==> src/design/wcg_pkg.sv <==
// Shared types, constants and elaboration-time functions of the window coefficient generator.
`default_nettype none

package wcg_pkg;

   localparam int INDEX_BITS = 12;
   localparam int LEN_BITS   = 13;
   localparam int QUOT_BITS  = 33;
   localparam int NUM_BITS   = INDEX_BITS + QUOT_BITS;
   localparam int CORDIC_W   = 36;
   localparam int SHAPE_BITS = 2;

   localparam logic [SHAPE_BITS-1:0] SHAPE_SINE     = 2'd0;
   localparam logic [SHAPE_BITS-1:0] SHAPE_TRIANGLE = 2'd1;
   localparam logic [SHAPE_BITS-1:0] SHAPE_PHASOR   = 2'd2;
   localparam logic [SHAPE_BITS-1:0] SHAPE_HANN     = 2'd3;

   localparam logic [0:0] CSR_SHAPE  = 1'b0;
   localparam logic [0:0] CSR_LENGTH = 1'b1;

   localparam logic [LEN_BITS-1:0] LENGTH_RESET = 13'd4096;

   localparam logic [63:0] PI_Q62 = 64'hC90FDAA22168C234;
   localparam logic [30:0] PI_Q29 = 31'h6487ED51;

   typedef struct packed {
      logic                  valid;
      logic                  err;
      logic [SHAPE_BITS-1:0] shape;
   } wcg_tag_type;

   function automatic logic [63:0] udiv64(input logic [63:0] num, input logic [63:0] den);
      logic [64:0] rem;
      logic [63:0] quo;
      int          b;
      rem = '0;
      quo = '0;
      for (b = 63; b >= 0; b--) begin
         rem = {rem[63:0], num[b]};
         if (rem >= {1'b0, den}) begin
            rem    = rem - {1'b0, den};
            quo[b] = 1'b1;
         end
      end
      return quo;
   endfunction

   function automatic logic [63:0] isqrt64(input logic [63:0] v);
      logic [63:0] op;
      logic [63:0] res;
      logic [63:0] one;
      int          j;
      op  = v;
      res = '0;
      one = 64'd1 << 62;
      for (j = 0; j < 32; j++) begin
         if (one > op) begin
            one = one >> 2;
         end
      end
      for (j = 0; j < 32; j++) begin
         if (one != 64'd0) begin
            if (op >= res + one) begin
               op  = op - (res + one);
               res = (res >> 1) + one;
            end else begin
               res = res >> 1;
            end
            one = one >> 2;
         end
      end
      return res;
   endfunction

   function automatic logic [63:0] atan_q32(input int k);
      logic [63:0] sum;
      logic [63:0] pw;
      logic [63:0] term;
      int          n;
      sum = '0;
      if (k == 0) begin
         sum = (PI_Q62 >> 2) >> 30;
      end else begin
         pw = 64'd1 << (62 - k);
         for (n = 0; n < 32; n++) begin
            if (pw != 64'd0) begin
               term = udiv64(pw, 64'(2 * n + 1));
               if ((n % 2) == 0) begin
                  sum = sum + term;
               end else begin
                  sum = sum - term;
               end
               pw = pw >> (2 * k);
            end
         end
         sum = sum >> 30;
      end
      return sum;
   endfunction

   function automatic logic [63:0] cordic_x0(input int stages);
      logic [63:0] a2;
      int          k;
      a2 = 64'd1 << 60;
      for (k = 0; k < stages; k++) begin
         a2 = a2 + (a2 >> (2 * k));
      end
      return udiv64(64'd1 << 62, isqrt64(a2));
   endfunction

endpackage

`default_nettype wire

==> src/design/wcg_div_cell.sv <==
// One restoring-division cell that produces one quotient bit per word.
`default_nettype none

module wcg_div_cell (
   input  wire logic                         clock,
   input  wire logic                         reset,
   input  wire logic                         adv,
   input  wire wcg_pkg::wcg_tag_type         in_tag,
   input  wire logic [wcg_pkg::LEN_BITS-1:0] in_rem,
   input  wire logic [wcg_pkg::QUOT_BITS-1:0] in_word,
   input  wire logic [wcg_pkg::LEN_BITS-1:0] in_div,
   output wcg_pkg::wcg_tag_type              out_tag,
   output logic [wcg_pkg::LEN_BITS-1:0]      out_rem,
   output logic [wcg_pkg::QUOT_BITS-1:0]     out_word,
   output logic [wcg_pkg::LEN_BITS-1:0]      out_div
);
   import wcg_pkg::*;

   logic [LEN_BITS:0]    shifted;
   logic [LEN_BITS:0]    diff;
   logic                 take;
   logic [LEN_BITS-1:0]  rem_in;
   logic [QUOT_BITS-1:0] word_in;
   wcg_tag_type          tag_ff;
   logic [LEN_BITS-1:0]  rem_ff;
   logic [QUOT_BITS-1:0] word_ff;
   logic [LEN_BITS-1:0]  div_ff;

   always_comb begin
      shifted = {in_rem, in_word[QUOT_BITS-1]};
      diff    = shifted - {1'b0, in_div};
      take    = (shifted >= {1'b0, in_div});
      rem_in  = take ? diff[LEN_BITS-1:0] : shifted[LEN_BITS-1:0];
      word_in = {in_word[QUOT_BITS-2:0], take};
   end

   always_ff @(posedge clock) begin
      if (reset) begin
         tag_ff <= '0;
      end else if (adv) begin
         tag_ff <= in_tag;
      end
   end

   always_ff @(posedge clock) begin
      if (adv) begin
         rem_ff  <= rem_in;
         word_ff <= word_in;
         div_ff  <= in_div;
      end
   end

   assign out_tag  = tag_ff;
   assign out_rem  = rem_ff;
   assign out_word = word_ff;
   assign out_div  = div_ff;

endmodule

`default_nettype wire

==> config.mk <==
export PLATFORM = sky130hd
export DESIGN_NAME = wcg_div_cell
export DESIGN_NICKNAME = d
export VERILOG_FILES = /design/src/design/wcg_pkg.sv /design/src/design/wcg_div_cell.sv
export SDC_FILE = /design/constraint.sdc
export NUM_CORES = 1
export LEC_CHECK = 0
export BUFFER_PORTS_ARGS = -buffer_cell sky130_fd_sc_hd__buf_2
export CAP_MARGIN = 30
export CORE_MARGIN = 2
export CORE_UTILIZATION = 42
export CTS_CLUSTER_SIZE = 30
export DETAILED_ROUTE_END_ITERATION = 16
export PLACE_DENSITY = 0.74
export SETUP_SLACK_MARGIN = 0.2
export SYNTH_ARGS = -nofsm -noshare
export SYNTH_HDL_FRONTEND = slang
export SYNTH_SLANG_ARGS = --single-unit
==> constraint.sdc <==
create_clock -name clock -period 2.4 [get_ports clock]
set_input_delay 0.12 -clock clock [delete_from_list [all_inputs] [get_ports clock]]
set_output_delay 0.12 -clock clock [all_outputs]
set_load 0.1 [all_outputs]
Yosys cells after proc, flatten, opt, wreduce, memory -nomap -nowiden
Cells that the tools add are included.
W data, S select, Z words.
{"block": "op_classes", "n_lt_le_gt_ge": 1, "shifts": 0, "n_bitwise": 0, "mul": 0, "div_mod_pow": 0, "n_eq_ne": 0, "n_reduce_logical": 0, "mux": 1, "addsub": 1}
{"op": "$ge A14 B13 Y1", "n": 1}
{"op": "$mux W13", "n": 1}
{"op": "$sub A13 B13 Y13", "n": 1}
{"block": "totals", "mem_count": 0, "wordCells": 9, "regBits": 63, "ramBits": 0, "romBits": 0, "latch_bits": 0}

Logic depth before layout (Yosys ltp)
{"block": "logic_depth", "ltp_word": 2, "ltp_mapped": 11, "mapped_depth_nobuf": 10}

Worst setup path after synthesis
No wires, ideal clock.
{"block": "synth_path", "kind": "input port to flip-flop", "start": "in in_word[32] in the netlist's numbering", "end": "reg rem_ff[10], in the netlist out_rem[10], data pin", "path_stages": 11, "n_path_buf": 1, "setup_ns": 0.260, "t_arrival_ns": 2.175, "setup_slack_ns": -0.035, "cell_sequence": "inv_1 -> ha_1 -> inv_1 -> fa_1 -> a21oi_1 -> o2111ai_2 -> a2111oi_2 -> or2_1 -> buf_6 -> inv_6 -> mux2_4"}
{"block": "synth_via", "elab_chain_cells": 2}
{"element": "start: declaration", "line": "wcg_div_cell.sv:10", "text": "input wire logic [wcg_pkg::QUOT_BITS-1:0] in_word,"}
{"element": "$ge A14 B13 Y1", "line": "wcg_div_cell.sv:32", "text": "take = (shifted >= {1'b0, in_div});"}
{"element": "net take", "line": "wcg_div_cell.sv:21", "text": "logic take;"}
{"element": "$mux W13", "line": "wcg_div_cell.sv:33", "text": "rem_in = take ? diff[LEN_BITS-1:0] : shifted[LEN_BITS-1:0];"}
{"element": "net rem_in[10]", "line": "wcg_div_cell.sv:22", "text": "logic [LEN_BITS-1:0] rem_in;"}
{"element": "end signal: assignment", "line": "wcg_div_cell.sv:47", "text": "rem_ff <= rem_in;"}
{"element": "end: declaration", "line": "wcg_div_cell.sv:25", "text": "logic [LEN_BITS-1:0] rem_ff;"}
The timed path passes the listed nets, and every way through them passes these cells.
A chain may end at the register's enable or synchronous reset.

Worst setup path after layout
{"block": "layout_path", "start": "in in_word[32] in the netlist's numbering", "end": "reg rem_ff[2], in the netlist out_rem[2], data pin"}
The elaborated chain is that of the path after synthesis.

==> results.toml <==
[outcome]
status = "finished, final reports clean"

[clocking]
clkLatencyLatePin_ps = 330
cts_max_level = 3
cts_buffer_depth = 2
numCtsBuffers = 9
cts_tree = "done"
clock-sinks = 63
cts_setup_buffers = 0
clk_pin_slew_worst_paths_ps = 70
root_buffer = "clkbuf_8"

[worst_setup_path]
max_stage_delay_ps = 340
reg2reg_depth = 2
criticalPathCategory = "input pin to flop"
critPathArrivalTime_ps = 2060
crit_required_ps = 2490
reg2reg_from = "out_tag[2]"
startpoint = "in_word[32]"
cp_max_fo = 10
cp_slowest_cell = "fa_2"
cp_cell_sequence = "buf_2 -> inv_1 -> ha_1 -> inv_1 -> fa_2 -> a21oi_2 -> o2111ai_4 -> a2111oi_4 -> or2_4 -> inv_6 -> mux2_4"
path_delay_family = "compound AO/OA/AOI/OAI gates"
cp.depth = 11
start_kind = "input pin"
end_kind = "flop"
critPathBufInv = 4
cpMostUsedCell = "inv_1"

[timing]
finalHoldViolations = 0
fin_crit_sh_pct = 82.1
setup_viol = 0
max_freq_mhz = 507
max_slew.worst_pin.slew_ps = 551
hold_ws_ps = 35.9
rsz0062_at_grt = "no"
fin_crit_ps = 1970
skew_ps = 0
timing.final.max_slew_violations = 0
relSlewSlack_pct = 63.3

[logic_synthesis]
synth_area_leaders = "edfxtp_1 (63%), ha_1 (5.8%), mux2_4 (4.3%)"
synth.top_cells.by_count = "edfxtp_1 (59), inv_1 (18), ha_1 (13)"
synthFlopType = "edfxtp_1"
yosys_warnings = 0
ys_types = 43
synth-seq-area-share_pct = 65.7
synth_area_sq_mm = 0.00282
synth_fp_nets = 270
synth_edf_count = 59
async_flop_share_pct = 0
netlist_instances = 190
synth_seq_cells = 63
synth.largest_area_cell = "edfxtp_1"
post-synth-top-area-fraction_pct = 62.9
synth_most_common_cell = "edfxtp_1"
avgSynthCellArea_sq_um = 14.8

[layout]
fin_nets = 465
postLayoutCellArea_sq_mm = 0.00432
area_growth_syn_to_layout_pct = 53.5
drive_above_1_share_pct = 44.1
diodes = 0

[place]
detailed_place_hpwl_um = 5110
placed_cell_area_sq_mm = 0.00367
io_buffers = 128
gp_congestion = 0.885

[detailed_routing]
ant_nets = 0
drc = 0
drt-vias-per-instance = 4.91
wl_per_cell_um = 16.8
first_iter_violations = 99
vias = 2291
routed_wl_um = 7830
drtPass1Iterations = 4

[grt]
grt_start_max_net_pins = 42
first_global_vias = 2320
grt_first_pass_wirelength_um = 11800
overflow = 0
antenna_found_initial = 0
grt_util_all_layers_pct = 21.2

[power_and_ir_drop]
leakage_nw = 1.95
p_per_area_mw_per_mm2 = 827
ir_drop_uv = 375

[worst_hold_path]
hp-class = "input pin to flop"
hold_depth = 3
min_from = "in_tag[3]"

[die]
coreArea_sq_mm = 0.00642
core.rowCount = 29
ios = 129
die_h_um = 85.9
die-area_sq_mm = 0.00738
start_util_pct = 43.9
die_w_um = 85.9

[run]
max-cap-violations = 0
power breakdown:
group	switching (mW)	leakage (nW)	internal (mW)	total (mW)
Combinational	1.01	1.24	0.322	1.33
Clock	0.412	0.0960	0.476	0.888
Sequential	0.0280	0.610	1.33	1.35
Total	1.45	1.95	2.13	3.58
worst paths after layout:
path | endpoint | slack (ps)
worst max-delay path | out_rem[2] | 430
worst min-delay path | out_tag[3] | 40
worst max register to register | out_tag[2] | 1750
worst min register to register | out_tag[3] | 490
sequential cells by signal, summed over array words and instances (netlist names):
| register | count |
|---|---|
| out_word | 33 |
| out_rem | 13 |
| out_tag | 4 |
| out_div | 13 |
tightest hold or removal path, stage by stage:
cell and delay (ps):
buf_2 90, mux2i_1 60, nor2_1 70
cells by family (layout without fill, tap and decap cells):
group | after synthesis | in the layout | share of synthesized area, %
adders and majority gates | 14 | 14 | 6.48
DFF | 63 | 63 | 65.7
AOI/OAI and AO/OA | 32 | 32 | 8.84
xor gates and xnor gates | 8 | 8 | 2.49
buffers and inverters | 21 | 221 | 3.24
and+or+nand+nor | 38 | 38 | 6.79
muxes | 14 | 14 | 6.44
metrics by stage:
| step | utilization (%) | total power, mW | cells | setup WS, ps | TNS (ps) |
|---|---|---|---|---|---|
| after floorplan | - | 2.39 | 190 | 208 | 0 |
| after global placement | 57.2 | 2.62 | 405 | 53.8 | 0 |
| after detailed placement | 57.2 | 2.64 | 405 | -81.1 | -617 |
| after CTS | 67.3 | 3.58 | 467 | 291 | 0 |
| after global routing | 67.3 | 3.70 | 467 | 331 | 0 |
| final | 67.3 | 3.58 | 467 | 429 | 0 |
placed cells by master (no fill, tap or decap), types with 4 or more instances in the layout:
master	synthesis	final
xnor2_1	4	4
ha_1	13	13
nor3_1	4	4
clkbuf_8	0	9
inv_1	18	18
a21oi_1	9	8
mux2i_1	5	5
nor2_1	9	9
buf_4	0	11
mux2_4	8	8
dlygate4sd3_1	0	46
buf_2	0	128
edfxtp_1	59	59
o21ai_0	5	5
nand3_1	4	4
dfxtp_1	4	4
nand2_1	9	9
xor2_1	4	4
final cells by class:
type                            count  area [sq um]
Fill cell                         458          2100
Multi-Input combinational cell    106           907
Timing Repair Buffer              186          1200
Clock buffer                       10           128
Tap cell                           77          96.3
Inverter                           19          76.3
Clock inverter                      6          61.3
Sequential cell                    63          1850
repair_timing:
action	CTS	global route
hold endpoints to repair	49	0
resized for setup	0	1
endpoints found under the setup margin	0	8
hold buffers	46	0
layer usage:
layer / up-vias / part of all wire [%] / routed length [um] / global-route usage [%]
met5: - / 0 / 0 / 0
met4: 0 / 0.96 / 75 / 5.48
met3: 9 / 8.4 / 657 / 6.26
met2: 102 / 50 / 3890 / 36.9
met1: 1074 / 41 / 3200 / 25.8
li1: 1106 / - / - / -
Power figures use the tool's default switching activity.
