### src/design/wcg_pkg.sv
// Shared types, constants and elaboration-time functions of the window coefficient generator.
`default_nettype none

package wcg_pkg;

   localparam int INDEX_BITS = 12;
   localparam int LEN_BITS   = 13;
   localparam int QUOT_BITS  = 33;
   localparam int NUM_BITS   = INDEX_BITS + QUOT_BITS;
   localparam int CORDIC_W   = 36;
   localparam int SHAPE_BITS = 2;

   localparam logic [SHAPE_BITS-1:0] SHAPE_SINE     = 2'd0;
   localparam logic [SHAPE_BITS-1:0] SHAPE_TRIANGLE = 2'd1;
   localparam logic [SHAPE_BITS-1:0] SHAPE_PHASOR   = 2'd2;
   localparam logic [SHAPE_BITS-1:0] SHAPE_HANN     = 2'd3;

   localparam logic [0:0] CSR_SHAPE  = 1'b0;
   localparam logic [0:0] CSR_LENGTH = 1'b1;

   localparam logic [LEN_BITS-1:0] LENGTH_RESET = 13'd4096;

   localparam logic [63:0] PI_Q62 = 64'hC90FDAA22168C234;
   localparam logic [30:0] PI_Q29 = 31'h6487ED51;

   typedef struct packed {
      logic                  valid;
      logic                  err;
      logic [SHAPE_BITS-1:0] shape;
   } wcg_tag_type;

   function automatic logic [63:0] udiv64(input logic [63:0] num, input logic [63:0] den);
      logic [64:0] rem;
      logic [63:0] quo;
      int          b;
      rem = '0;
      quo = '0;
      for (b = 63; b >= 0; b--) begin
         rem = {rem[63:0], num[b]};
         if (rem >= {1'b0, den}) begin
            rem    = rem - {1'b0, den};
            quo[b] = 1'b1;
         end
      end
      return quo;
   endfunction

   function automatic logic [63:0] isqrt64(input logic [63:0] v);
      logic [63:0] op;
      logic [63:0] res;
      logic [63:0] one;
      int          j;
      op  = v;
      res = '0;
      one = 64'd1 << 62;
      for (j = 0; j < 32; j++) begin
         if (one > op) begin
            one = one >> 2;
         end
      end
      for (j = 0; j < 32; j++) begin
         if (one != 64'd0) begin
            if (op >= res + one) begin
               op  = op - (res + one);
               res = (res >> 1) + one;
            end else begin
               res = res >> 1;
            end
            one = one >> 2;
         end
      end
      return res;
   endfunction

   function automatic logic [63:0] atan_q32(input int k);
      logic [63:0] sum;
      logic [63:0] pw;
      logic [63:0] term;
      int          n;
      sum = '0;
      if (k == 0) begin
         sum = (PI_Q62 >> 2) >> 30;
      end else begin
         pw = 64'd1 << (62 - k);
         for (n = 0; n < 32; n++) begin
            if (pw != 64'd0) begin
               term = udiv64(pw, 64'(2 * n + 1));
               if ((n % 2) == 0) begin
                  sum = sum + term;
               end else begin
                  sum = sum - term;
               end
               pw = pw >> (2 * k);
            end
         end
         sum = sum >> 30;
      end
      return sum;
   endfunction

   function automatic logic [63:0] cordic_x0(input int stages);
      logic [63:0] a2;
      int          k;
      a2 = 64'd1 << 60;
      for (k = 0; k < stages; k++) begin
         a2 = a2 + (a2 >> (2 * k));
      end
      return udiv64(64'd1 << 62, isqrt64(a2));
   endfunction

endpackage

`default_nettype wire

### src/design/wcg_cordic_cell.sv
// One CORDIC rotation cell with a fixed shift and arctangent constant.
`default_nettype none

module wcg_cordic_cell #(
   parameter int STAGE    = 0,
   parameter int AUX_BITS = 16
) (
   input  wire logic                                clock,
   input  wire logic                                reset,
   input  wire logic                                adv,
   input  wire wcg_pkg::wcg_tag_type                in_tag,
   input  wire logic signed [wcg_pkg::CORDIC_W-1:0] in_x,
   input  wire logic signed [wcg_pkg::CORDIC_W-1:0] in_y,
   input  wire logic signed [wcg_pkg::CORDIC_W-1:0] in_z,
   input  wire logic [AUX_BITS-1:0]                 in_aux,
   output wcg_pkg::wcg_tag_type                     out_tag,
   output logic signed [wcg_pkg::CORDIC_W-1:0]      out_x,
   output logic signed [wcg_pkg::CORDIC_W-1:0]      out_y,
   output logic signed [wcg_pkg::CORDIC_W-1:0]      out_z,
   output logic [AUX_BITS-1:0]                      out_aux
);
   import wcg_pkg::*;

   localparam logic signed [CORDIC_W-1:0] ANGLE = CORDIC_W'(atan_q32(STAGE));

   logic signed [CORDIC_W-1:0] dx;
   logic signed [CORDIC_W-1:0] dy;
   logic signed [CORDIC_W-1:0] x_in;
   logic signed [CORDIC_W-1:0] y_in;
   logic signed [CORDIC_W-1:0] z_in;
   wcg_tag_type                tag_ff;
   logic signed [CORDIC_W-1:0] x_ff;
   logic signed [CORDIC_W-1:0] y_ff;
   logic signed [CORDIC_W-1:0] z_ff;
   logic [AUX_BITS-1:0]        aux_ff;

   always_comb begin
      dx = in_y >>> STAGE;
      dy = in_x >>> STAGE;
      if (!in_z[CORDIC_W-1]) begin
         x_in = in_x - dx;
         y_in = in_y + dy;
         z_in = in_z - ANGLE;
      end else begin
         x_in = in_x + dx;
         y_in = in_y - dy;
         z_in = in_z + ANGLE;
      end
   end

   always_ff @(posedge clock) begin
      if (reset) begin
         tag_ff <= '0;
      end else if (adv) begin
         tag_ff <= in_tag;
      end
   end

   always_ff @(posedge clock) begin
      if (adv) begin
         x_ff   <= x_in;
         y_ff   <= y_in;
         z_ff   <= z_in;
         aux_ff <= in_aux;
      end
   end

   assign out_tag = tag_ff;
   assign out_x   = x_ff;
   assign out_y   = y_ff;
   assign out_z   = z_ff;
   assign out_aux = aux_ff;

endmodule

`default_nettype wire

### config.mk
export PLATFORM = sky130hd
export DESIGN_NAME = wcg_cordic_cell
export DESIGN_NICKNAME = d
export VERILOG_FILES = /design/src/design/wcg_pkg.sv /design/src/design/wcg_cordic_cell.sv
export SDC_FILE = /design/constraint.sdc
export NUM_CORES = 1
export LEC_CHECK = 0
export BUFFER_PORTS_ARGS = -buffer_cell sky130_fd_sc_hd__buf_2
export CAP_MARGIN = 40
export CORE_ASPECT_RATIO = 1.5
export CORE_MARGIN = 2
export CORE_UTILIZATION = 45
export DETAILED_ROUTE_END_ITERATION = 12
export HOLD_SLACK_MARGIN = 0.08
export PLACE_DENSITY = 0.68
export SLEW_MARGIN = 20
export SYNTH_ARGS = -nofsm -noshare
export SYNTH_HDL_FRONTEND = slang
export SYNTH_SLANG_ARGS = --single-unit
export TNS_END_PERCENT = 50
### constraint.sdc
create_clock -name clock -period 5.13 [get_ports clock]
set_input_delay 0.2565 -clock clock [delete_from_list [all_inputs] [get_ports clock]]
set_output_delay 0.2565 -clock clock [all_outputs]
set_load 0.005 [all_outputs]
Word-level counts from Yosys, hierarchy flattened
Cells that the tools add are included.
Widths: inputs -> output; s select.
- add/sub/neg operators: 5
- multiplexer cells: 3
- operators with widths (kind ; number):
    $mux 36 ; 3
    $sub 36x36->36 ; 2
    $add 36x33->36 const B ; 1
    $add 36x36->36 ; 1
    $sub 36x33->36 const B ; 1
- register bits after elaboration: 128
- bits of input ports: 131

Logic depth before layout (Yosys ltp)
- depth in word-level cells: 2
- depth in mapped cells: 14

Worst setup path before layout
No wires, ideal clock.
- path type: input -> register
- start point: in in_z[35] (netlist bit)
- end point: reg z_ff[30] (netlist: out_z[30]), data pin
- data arrival time: 3607 ps
- path slack: 1263 ps
- cell stages on the path: 13
- buffers on the path: 3
- cells stage by stage: clkbuf_1 > inv_1 > clkbuf_1 > buf_1 > ha_1 > a211o_1 > nor4b_1 > o41a_1 > o31ai_4 > nor3_1 > or3_4 > a31oi_1 > xnor2_1
- word-level cells in the longest chain between the ends: 1
- ends and longest elaborated chain (item ; line ; source):
    start, declared ; wcg_cordic_cell.sv:14 ; input wire logic signed [wcg_pkg::CORDIC_W-1:0] in_z,
    $mux 36 ; wcg_cordic_cell.sv:40 ; if (!in_z[CORDIC_W-1]) begin
    net z_in[30] ; wcg_cordic_cell.sv:30 ; logic signed [CORDIC_W-1:0] z_in;
    end signal, assigned ; wcg_cordic_cell.sv:63 ; z_ff <= z_in;
    end, declared ; wcg_cordic_cell.sv:34 ; logic signed [CORDIC_W-1:0] z_ff;
The timed path passes the listed nets, and every way through them passes these cells.
A chain may end at the register's enable or synchronous reset.

Worst setup path after layout
- start point: in in_z[35] (netlist bit)
- end point: reg z_ff[33] (netlist: out_z[33]), data pin
Same word-level chain as after synthesis.

==> run_results.csv <==
group,metric,value,unit
worst_setup_path,crit_path_max_fanout,57,
timing,fmax,288,MHz
detailed_routing,drt_wl_total,41100,um
outcome,status,"completed",
timing,fin_crit_sh,67.7,%
timing,tightest_slew,0.773,ns
worst_hold_path,holdPathEnd,"out_z[1]",
global_routing,grt_pass1_wl,61800,um
cts,cts_sinks,127,
power_and_ir_drop,swShare,34.8,%
yosys,syn_area,0.0123,mm^2
worst_setup_path,cp_data_required_time,5.32,ns
cells_and_area,syn_to_final_growth,19.1,%
power_and_ir_drop,max-vdd-ir-drop,263,uV
cells_and_area,fin_cells,2009,
worst_setup_path,r2r_setup_slack,3.98,ns
yosys,netlist.area_leader.share,30.0,%
job,drv_cap,0,
cts,clock_latency,0.44,ns
timing,rsz0062_at_grt,"false",
global_routing,grt.total_usage,27.5,%
die,chipHeight,207,um
global_routing,grt_max_degree,58,
timing,hold_viol,0,
cts,path_clk_slew,0.06,ns
timing,slew_viol_final,0,
power_and_ir_drop,power_switching,0.00141,W
cells_and_area,fin_util,54.1,%
power_and_ir_drop,cellPowerDensity,276,mW/mm^2
placed_design,port_buffers,258,
detailed_routing,first_pass_iters,6,
detailed_routing,ant_nets,0,
cells_and_area,diodes,0,
power_and_ir_drop,pwr-share-clk,30.4,%
placed_design,gp_congestion,1.01,
timing,whs,0.108,ns
power_and_ir_drop,leakage,6.52,nW
die,fp.dieW,139,um
yosys,yosysUniqueCellTypes,85,
cells_and_area,layout.nets,1931,
timing,skew,0,ns
cts,root_buffer,"clkbuf_16",
worst_hold_path,min_from,"in_z[1]",
global_routing,antenna_found_initial,0,
power_and_ir_drop,pwr-share-seq,34.4,%
detailed_routing,drtIter0Drc,816,
die,die-area,0.0288,mm^2
placed_design,dp_hpwl,32600,um
die,initial_core_util,45.4,%
detailed_routing,vias,12022,
worst_setup_path,cp-start-kind,"input port",
yosys,synth_ff_type,"edfxtp_1",
yosys,synth.area.top_cells,"edfxtp_1, ha_1, a21oi_1",
worst_setup_path,reg2reg_to,"out_tag[0]",
die,coreArea,0.0271,mm^2
yosys,synthesis.instances,1405,
detailed_routing,wl_per_cell,20.5,um
worst_hold_path,whs_path_depth,2,
global_routing,grt_pass1_vias,11742,
placed_design,dp_cells,1954,
timing,slew_headroom,47.8,%
placed_design,dpl_cell_area,0.0139,mm^2
worst_hold_path,worstHoldPathType,"in2reg",
timing,setup_tns,0,ns
yosys,ys_warn_count,0,
cts,postCtsSetupRepairBufs,0,
yosys,syn_avg_cell_area,8.77,um^2
worst_setup_path,crit_path_end_kind,"flip-flop",
cts,h-tree-depth,4,
yosys,synth-seq-cells,127,
die,pin_count,259,
cts,cts_buffers,17,
power_and_ir_drop,power_frac_comb,35.2,%
power_and_ir_drop,p_int,0.00264,W
yosys,synth_seq_area_share,30.6,%
worst_setup_path,crit_type,"in2reg",
yosys,synth_area_leader_cell,"edfxtp_1",
cells_and_area,final_area,0.0147,mm^2
yosys,synth-async-reset-ratio,0,%
die,num_rows,74,
yosys,syn_nets,1682,
yosys,synth-edff-count,123,
timing,period_needed,3.47,ns
cts,cts_tree,"done",
worst_setup_path,cp.arrival,3.67,ns
worst_setup_path,r2r-start,"out_tag[0]",
cells_and_area,layout_commonest_cell,"buf_2",
cells_and_area,layout_common_cells,"buf_2, ha_1, a21oi_1, edfxtp_1, inv_1",
cts,cts_buffer_depth,2,
detailed_routing,vias_per_cell,5.98,
worst_setup_path,r2r_cells,3,
global_routing,grt_remaining_overflow,0,
timing,setup_viol,0,
cells_and_area,drive_gt1_share,19.7,%
detailed_routing,drc,0,
==> critical path: stages <==
cell	delay [ns]
buf_4	0.26
inv_2	0.51
buf_4	0.66
ha_1	0.43
a21oi_1	0.17
o21ai_0	0.11
a41oi_1	0.27
nor3b_1	0.08
a21bo_2	0.21
a311oi_2	0.12
a221o_1	0.36
xor2_1	0.15
==> how the worst max path moves through the flow <==
stage,startpoint,end,slack (ns),cells after the start
after CTS,in_z[35],out_z[33],1.71,12
after detailed placement,in_z[35],out_z[33],1.24,12
after global routing,in_z[35],out_z[35],1.40,12
final,in_z[35],out_z[33],1.66,12
after floorplan,in_z[35],out_z[30],1.26,13
after global placement,in_z[35],out_z[33],1.30,12
==> layout make-up <==
| cell class | instances | area, um^2 |
|---|---|---|
| inverters | 123 | 462 |
| repair buffers | 286 | 1580 |
| well taps | 342 | 428 |
| fillers | 2574 | 12400 |
| multi-input cells | 1099 | 7850 |
| clock inverters | 15 | 160 |
| clock buffers | 17 | 425 |
| flip-flops and latches | 127 | 3770 |
==> flip-flops by register name, summed over array words and instances, names as in the netlist <==
register / count
out_x: 36
out_z: 36
out_y: 35
out_aux: 16
out_tag: 4
==> routing by layer <==
| layer | GRT usage, % | part of all wire, % | up-vias |
|---|---|---|---|
| met5 | 0 | 0 | - |
| met4 | 18.1 | 6.6 | 0 |
| met3 | 4.13 | 4.8 | 149 |
| met2 | 50.9 | 52 | 517 |
| met1 | 29.0 | 37 | 5679 |
| li1 | - | - | 5677 |
==> power by group through the flow <==
stage                     logic, W  clock network (W)  registers [W]
final                      0.00143            0.00123        0.00139
after global routing       0.00155            0.00129        0.00141
after CTS                  0.00141            0.00125        0.00139
after detailed placement   0.00139                  0        0.00141
after floorplan           0.000838                  0        0.00143
after global placement     0.00138                  0        0.00141
==> cells by family after synthesis <==
group,after synthesis,share of synthesized area (%)
compound gates,477,25.9
buf+inv,179,5.66
flops,127,30.6
mux,17,1.38
xor+xnor,94,6.68
fa+ha+maj,146,15.1
simple gates,365,14.6
==> cell usage after synthesis, drive strengths merged, types with 15 or more instances <==
library cell / number
inv: 119
a21oi: 138
nor2: 99
xnor2: 72
o21bai: 16
ha: 142
nand2: 84
xor2: 22
o31ai: 15
o211ai: 17
buf: 20
clkbuf: 36
edfxtp: 123
nor3: 41
o21ai: 91
a211oi: 27
mux2i: 17
a21o: 45
nor2b: 22
nand3: 28
a31oi: 20
==> through the flow <==
step | setup WS, ns | total power (W)
after floorplan | 1.26 | 0.00227
after global placement | 1.30 | 0.00279
after detailed placement | 1.24 | 0.00280
after CTS | 1.71 | 0.00405
after global routing | 1.40 | 0.00425
final | 1.66 | 0.00404
==> what timing repair did <==
item	CTS	global route
endpoints found under the hold margin	21	0
hold buffers	22	0
resized for setup	0	0
Power figures use the tool's default switching activity.
